==> src/rtl/ldl_pkg.sv <==
// Shared types and constants for the list duplicate limiter.
// Used by ldl_cell and list_duplicate_limiter_core; depends on nothing.

package ldl_pkg;

  localparam int unsigned LIST_DEPTH_DEF = 256;
  localparam int unsigned KIND_W         = 2;
  localparam int unsigned WORD_W         = 32;
  localparam int unsigned ALLOW_W        = 9;
  localparam logic [ALLOW_W-1:0] ALLOW_RESET = 9'd1;

  // One list element as stored and compared: kind and raw word.
  typedef struct packed {
    logic [KIND_W-1:0] kind;
    logic [WORD_W-1:0] word;
  } ldl_elem_t;

  typedef enum logic [1:0] {
    LDL_IDLE,
    LDL_SWEEP,
    LDL_DONE
  } ldl_state_e;

endpackage

==> src/rtl/ldl_cell.sv <==
// One cell of the compare chain: holds one stored element of the list and
// adds its match to the count token passing through. Depends on ldl_pkg.

module ldl_cell #(
  parameter int unsigned CntW    = 8,
  parameter int unsigned PosW    = 9,
  parameter int unsigned CellIdx = 0
) (
  input  logic                clk_i,
  input  logic                rst_ni,
  input  logic                wr_en_i,
  input  ldl_pkg::ldl_elem_t  wr_elem_i,
  input  ldl_pkg::ldl_elem_t  probe_elem_i,
  input  logic [PosW-1:0]     limit_i,
  input  logic                tok_vld_i,
  input  logic [CntW-1:0]     tok_cnt_i,
  output logic                tok_vld_o,
  output logic [CntW-1:0]     tok_cnt_o
);

  ldl_pkg::ldl_elem_t entry_q;
  logic               tok_vld_q;
  logic [CntW-1:0]    tok_cnt_q, tok_cnt_d;
  logic               hit;

  // Count only entries written earlier in the current list.
  assign hit       = (entry_q == probe_elem_i) && (PosW'(CellIdx) < limit_i);
  assign tok_cnt_d = tok_cnt_i + CntW'(hit);

  always_ff @(posedge clk_i) begin
    if (wr_en_i) begin
      entry_q <= wr_elem_i;
    end
    tok_cnt_q <= tok_cnt_d;
  end

  always_ff @(posedge clk_i or negedge rst_ni) begin
    if (!rst_ni) begin
      tok_vld_q <= 1'b0;
    end else begin
      tok_vld_q <= tok_vld_i;
    end
  end

  assign tok_vld_o = tok_vld_q;
  assign tok_cnt_o = tok_cnt_q;

endmodule

==> config.mk <==
export PLATFORM = sky130hd
export DESIGN_NAME = ldl_cell
export DESIGN_NICKNAME = d
export VERILOG_FILES = /design/src/rtl/ldl_pkg.sv /design/src/rtl/ldl_cell.sv
export SDC_FILE = /design/constraint.sdc
export NUM_CORES = 1
export LEC_CHECK = 0
export ABC_AREA = 1
export BUFFER_PORTS_ARGS = -buffer_cell sky130_fd_sc_hd__buf_2
export CORE_AREA = 2 2 67 69
export DETAILED_ROUTE_END_ITERATION = 8
export DIE_AREA = 0 0 69 71
export PLACE_DENSITY = 0.82
export SYNTH_ARGS = -nofsm -noshare
export SYNTH_HDL_FRONTEND = slang
export SYNTH_SLANG_ARGS = --single-unit
==> constraint.sdc <==
create_clock -name clk_i -period 3.3 [get_ports clk_i]
set_input_delay 0.66 -clock clk_i [delete_from_list [all_inputs] [get_ports clk_i]]
set_output_delay 0.66 -clock clk_i [all_outputs]
set_load 0.1 [all_outputs]
==> results.cfg, run 1 <==
[floorplanning]
start_util = 0.470
dieWidth_um = 69
num_io_pins = 98
core_area_mm2 = 0.00420
dieArea_mm2 = 0.00490
die_y_um = 71
fp-row-count = 24

[global_routing]
grt_pass1_wl_um = 6290
grt_max_degree = 35
grt.overflow.total = 0
antenna_found_initial = 0
gr-usage-all-layers = 0.161
grt_pass1_vias = 1573

[worst_setup_path]
timing.rr.start = entry_q[0]$_DFFE_PP_
ff2ff_path_depth = 12
arrival_ns = 2.24
cp.required_ns = 3.51
crit_buf_inv = 2
r2r-end = tok_cnt_o[6]$_DFF_P_
critical-path-slowest-cell = ha_1
endpoint_kind = register
startpoint_type = input port
crit_chain = buf_2 > inv_1 > nand2_1 > nand2_1 > nor2_1 > nand2_1 > nor2_1 > nand3_1 > nor2_1 > ha_1 > ha_1 > nand3_1 > nor2_1 > xor2_1
path_class = in2reg
cp_common_cell = nor2_1
worst_path_largest_cell_delay_ns = 0.21
worstPathMaxFanout = 2
cpLargestDelayFamily = simple AND/OR/NAND/NOR gates
ff2ff_setup_slack_ns = 1.36

[clocking]
post-cts-setup-buffer-count = 0
htreeDepth = 2
cts_tree = done
cts.sinks = 43
clk_latency_ns = 0.28
cts-root-buf = clkbuf_8
clockBufferDepth = 2
cts_hold_buf = 0
cts_buffers = 5
clk_pin_slew_ns = 0.08
cts.repair.resized = 0

[power]
power_density_mw_per_mm2 = 467
switchingPower_mw = 0.290
p_leak_nw = 1.39
swShare = 0.234
power.total_mw = 1.24
clkPwrFrac = 0.331
seq_power_share = 0.521
p_comb_frac = 0.148
p_int_mw = 0.946
ir_drop_mv = 0.346

[detailed_routing]
wl_per_cell_um = 9.80
vias = 1556
first_iter_violations = 43
dr.pass1.iters = 4
drt-total-wl_um = 3600
ant_nets = 0
drc = 0
drt-vias-per-instance = 4.24

[logic_synthesis]
async_reset_ff_frac = 0.0233
synthSimpleGateAreaFrac = 0.205
synthCells = 210
ys_top_cells_by_count = nand2_1, inv_1, edfxtp_1
yosysSeqAreaShare = 0.610
synth-xor-area-share = 0.0753
synth_cell_type_count = 17
yosysMostFrequentCell = nand2_1
synth_top_area_frac = 0.516
synth_top_family_by_area = simple AND/OR/NAND/NOR gates
synthAdderAreaFrac = 0.0127
synth.avg_cell_area_um2 = 9.41
synth_edf_count = 34
synth_warnings = 0
synthMuxAreaShare = 0
ys_top_cells_by_area = edfxtp_1, nand2_1, dfxtp_1
synth-compound-area-share = 0.0177
synthFlopType = edfxtp_1
synth.ff_latch_count = 43
synth_top_cell_by_area = edfxtp_1
syn_area_mm2 = 0.00198
syn_nets = 301

[placement]
post-place-ws_ns = 0.938
gp_congestion = 0.741
dpl_cell_area_mm2 = 0.00253
numPortBuffers = 97
place_hpwl_um = 2970
placed_cells = 359

[cells_and_area]
stdcell_count = 367
drive_gt1_frac = 0.349
post-route-cell-area_mm2 = 0.00265
diodes = 0
final_util = 0.629
area_growth_pct = 33.8
final_nets = 405

[sta]
rsz0062_at_grt = false
period_share = 0.614
fmax_mhz = 494
period_minus_slack_ns = 2.03
hold_viol = 0
whs_ns = 0.133
max_slew_margin = 0.503
fin_worst_skew_ns = 0.00489
fin_ws_ns = 1.27
slew_viol_final = 0
worstMarginPinSlew_ns = 0.745
setup_violations = 0
setup_tns_ns = 0

[flow_run]
drv_cap = 0

[run_status]
status = complete, no violations

[hold_path]
min_path_type = in2async
flip-flops by register name (all words and copies together) (netlist names):
| register | cells |
|---|---|
| entry_q | 34 |
| tok_cnt_o | 8 |
| tok_vld_o | 1 |
placed cells by master (no fill, tap or decap), drive strengths merged, types with 3 or more instances in the layout:
cell type  count
dfxtp          8
xor2          14
o21ai          7
xnor2          3
buf           97
inv           41
nand2         66
nor2          28
edfxtp        34
clkbuf         6
nand3          4
cell families after synthesis:
| group | count (synthesis) |
|---|---|
| compound gates | 7 |
| xor+xnor | 17 |
| fa+ha+maj | 2 |
| buf+inv | 41 |
| flops | 43 |
| simple gates | 100 |
per-layer routing:
| layer | wire length (um) | track usage | part of all wire |
|---|---|---|---|
| met2 | 1820 | 0.291 | 0.51 |
| met1 | 1460 | 0.180 | 0.41 |
| met4 | 34 | 0.0610 | 0.0095 |
| met3 | 285 | 0.0499 | 0.079 |
| met5 | 0 | 0 | 0 |
layout make-up:
class                      count  area (um2)
clock buffer                   6        82.6
fill                         376        1560
multi-input combinational    126         614
tap                           52        65.1
clock inverter                 2        35.0
timing repair buffer          97         485
inverter                      41         156
sequential                    43        1210
worst max-delay path by stage:
| stage | start | end | slack (ns) | depth (start not counted) |
|---|---|---|---|---|
| after global routing | probe_elem_i[8] | tok_cnt_o[6]$_DFF_P_ | 1.01 | 14 |
| final | probe_elem_i[0] | tok_cnt_o[6]$_DFF_P_ | 1.27 | 14 |
| after CTS | probe_elem_i[0] | tok_cnt_o[6]$_DFF_P_ | 1.23 | 14 |
| after global placement | probe_elem_i[6] | tok_cnt_o[6]$_DFF_P_ | 1.02 | 14 |
| after detailed placement | probe_elem_i[0] | tok_cnt_o[6]$_DFF_P_ | 0.94 | 14 |
| after floorplan | probe_elem_i[23] | tok_cnt_o[6]$_DFF_P_ | 1.36 | 13 |
power by group through the flow:
stage	clock [mW]	combinational, mW	sequential, mW
global route	0.447	0.207	0.649
detailed placement	0	0.186	0.657
finish	0.409	0.183	0.644
global placement	0	0.181	0.654
floorplan	0	0.0634	0.696
CTS	0.424	0.186	0.644
Power figures use the tool's default switching activity.
==> run 2: changes to the inputs <==
--- a/config.mk
+++ b/config.mk
@@ -5,12 +5,12 @@
 export SDC_FILE = /design/constraint.sdc
 export NUM_CORES = 1
 export LEC_CHECK = 0
-export ABC_AREA = 1
+export ABC_AREA = 0
 export BUFFER_PORTS_ARGS = -buffer_cell sky130_fd_sc_hd__buf_2
 export CORE_AREA = 2 2 67 69
 export DETAILED_ROUTE_END_ITERATION = 8
 export DIE_AREA = 0 0 69 71
-export PLACE_DENSITY = 0.82
+export PLACE_DENSITY = 0.75
 export SYNTH_ARGS = -nofsm -noshare
 export SYNTH_HDL_FRONTEND = slang
 export SYNTH_SLANG_ARGS = --single-unit
==> constraint.sdc (replaced) <==
create_clock -name clk_i -period 1.9 [get_ports clk_i]
set_input_delay 0.38 -clock clk_i [delete_from_list [all_inputs] [get_ports clk_i]]
set_output_delay 0.38 -clock clk_i [all_outputs]
set_load 0.1 [all_outputs]
==> run 2 against run 1 <==
Net effect: the flow now finishes with violations (negative setup slack); wire length decreased by 8.6%; combinational power grew 63%; global-route usage decreased by 1.9 points; via count is 23% lower; critical endpoint unchanged; clock skew rose by 0.00051 ns; area after synthesis is 13% lower; synthesized cell count shrank 49%; clock power up 29%; flip-flop and latch count stayed put.
==> results.cfg, run 2 <==
[detailed_routing]
ant_nets = 0
first_iter_violations = 31
wl_per_cell_um = 12.2
vias = 1198
drt-vias-per-instance = 4.45
dr.pass1.iters = 4
drt-total-wl_um = 3290
drc = 0

[sta]
period_minus_slack_ns = 2.12
worstMarginPinSlew_ns = 0.490
setup_tns_ns = -0.841
max_slew_margin = 0.675
hold_viol = 0
whs_ns = 0.192
slew_viol_final = 0
fin_ws_ns = -0.224
fin_worst_skew_ns = 0.00540
fmax_mhz = 471
rsz0062_at_grt = true
period_share = 1.12
setup_violations = 6

[power]
ir_drop_mv = 0.519
p_leak_nw = 1.05
power.total_mw = 1.94
power_density_mw_per_mm2 = 789

[logic_synthesis]
synthCells = 107
synth_edf_count = 34
syn_nets = 198
synth_cell_type_count = 15
async_reset_ff_frac = 0.0233
synth_top_area_frac = 0.591
synth_warnings = 0
syn_area_mm2 = 0.00173
ys_top_cells_by_count = edfxtp_1, xor2_1, xnor2_1
ys_top_cells_by_area = edfxtp_1, xor2_1, dfxtp_1
yosysMostFrequentCell = edfxtp_1
synth_top_cell_by_area = edfxtp_1
yosysSeqAreaShare = 0.698
synthFlopType = edfxtp_1
synth.avg_cell_area_um2 = 16.1
synth.ff_latch_count = 43

[clocking]
clockBufferDepth = 2
cts_tree = done
cts_buffers = 5
htreeDepth = 2
clk_latency_ns = 0.29
cts.sinks = 43
cts-root-buf = clkbuf_8
clk_pin_slew_ns = 0.07

[worst_setup_path]
ff2ff_path_depth = 9
timing.rr.start = entry_q[29]$_DFFE_PP_
arrival_ns = 2.30
startpoint = entry_q[29]$_DFFE_PP_
r2r-end = tok_cnt_o[6]$_DFF_P_
worstPathMaxFanout = 3
endpoint_kind = register
cp.required_ns = 2.08
ff2ff_setup_slack_ns = -0.22
startpoint_type = register
path_class = reg2reg

[cells_and_area]
mostFrequentLayoutCells = buf_2, edfxtp_1, xor2_1
stdcell_count = 269
drive_gt1_frac = 0.539
final_nets = 307
final_util = 0.586
n_fill_cell = 348
layout_commonest_cell = buf_2
area_growth_pct = 42.6
diodes = 0
post-route-cell-area_mm2 = 0.00246
largest_reg_flops = 34
top_register = entry_q

[global_routing]
grt_max_degree = 35
grt.overflow.total = 0
antenna_found_initial = 0
gr-usage-all-layers = 0.142
grt_pass1_vias = 1237
grt_pass1_wl_um = 5320

[floorplanning]
dieWidth_um = 69
num_io_pins = 98
start_util = 0.411
core_area_mm2 = 0.00420
fp-row-count = 24
dieArea_mm2 = 0.00490
die_y_um = 71

[hold_path]
min_from = tok_vld_i
min_path_type = in2reg
hold_end = tok_vld_o$_DFF_PN0_
worstHoldPathCells = 1

[run_status]
status = finished, violations left
violations = negative setup slack

[placement]
place_hpwl_um = 2620
placed_cells = 258
numPortBuffers = 97
dpl_cell_area_mm2 = 0.00233
gp_congestion = 0.732
post-place-ws_ns = -0.525

[flow_run]
drv_cap = 0
run 2: cell types whose count changed in the layout (fill, tap and decap cells not counted), sizes merged, moves of 9 or more:
cell,before,now
nor4,0,9
inv,41,0
nand2,66,1
xor2,14,30
nor2,28,1
run 2: how the worst max path moves through the flow:
stage	end	slack [ns]	depth (start not counted)
CTS	tok_cnt_o[6]$_DFF_P_	-0.26	9
global placement	tok_cnt_o[6]$_DFF_P_	-0.46	10
detailed placement	tok_cnt_o[6]$_DFF_P_	-0.52	10
floorplan	tok_cnt_o[6]$_DFF_P_	-0.10	9
global route	tok_cnt_o[6]$_DFF_P_	-0.40	9
finish	tok_cnt_o[6]$_DFF_P_	-0.22	9
run 2: worst max-delay path: stages, from the launching register on:
cell      delay [ns]
edfxtp_1        0.39
xor2_1          0.16
nor4_2          0.34
nand4_1         0.17
nor4_2          0.18
ha_2            0.27
ha_4            0.14
and3_4          0.18
nand3_2         0.06
xnor2_1         0.12
run 2: area by class of cell:
cell class | instances | area (um2) | share of cell area
well taps | 52 | 65.1 | 0.0264
flip-flops and latches | 43 | 1210 | 0.490
repair buffers | 102 | 542 | 0.220
clock buffers | 6 | 72.6 | 0.0295
multi-input cells | 64 | 571 | 0.232
clock inverters | 2 | 7.51 | 0.00305
run 2: repair_timing:
action | 4_1_cts | 5_1_grt
endpoints found under the setup margin | 7 | 7
gates cloned | 0 | 0
setup buffers | 1 | 2
endpoints found under the hold margin | 1 | 0
hold buffers | 1 | 0
pin swaps | 7 | 1
gates resized for setup | 2 | 4
run 2: where the power goes:
group / switching, mW / internal [mW]
Combinational: 0.169 / 0.128
Sequential: 0.0265 / 1.09
Clock: 0.277 / 0.250
run 2: cell families after synthesis:
group                    Yosys count  synth area share
XOR/XNOR                          40             0.203
adder cells (fa/ha/maj)            2            0.0145
flip-flops                        43             0.698
AND/OR/NAND/NOR                   22            0.0847
run 2: routing by layer:
layer  up-vias  part of all wire  GRT usage
li1        607                 -          -
met1       539              0.35      0.148
met2        47              0.56      0.263
met3         5             0.078     0.0513
met4         0             0.015     0.0523
met5         -                 0          0
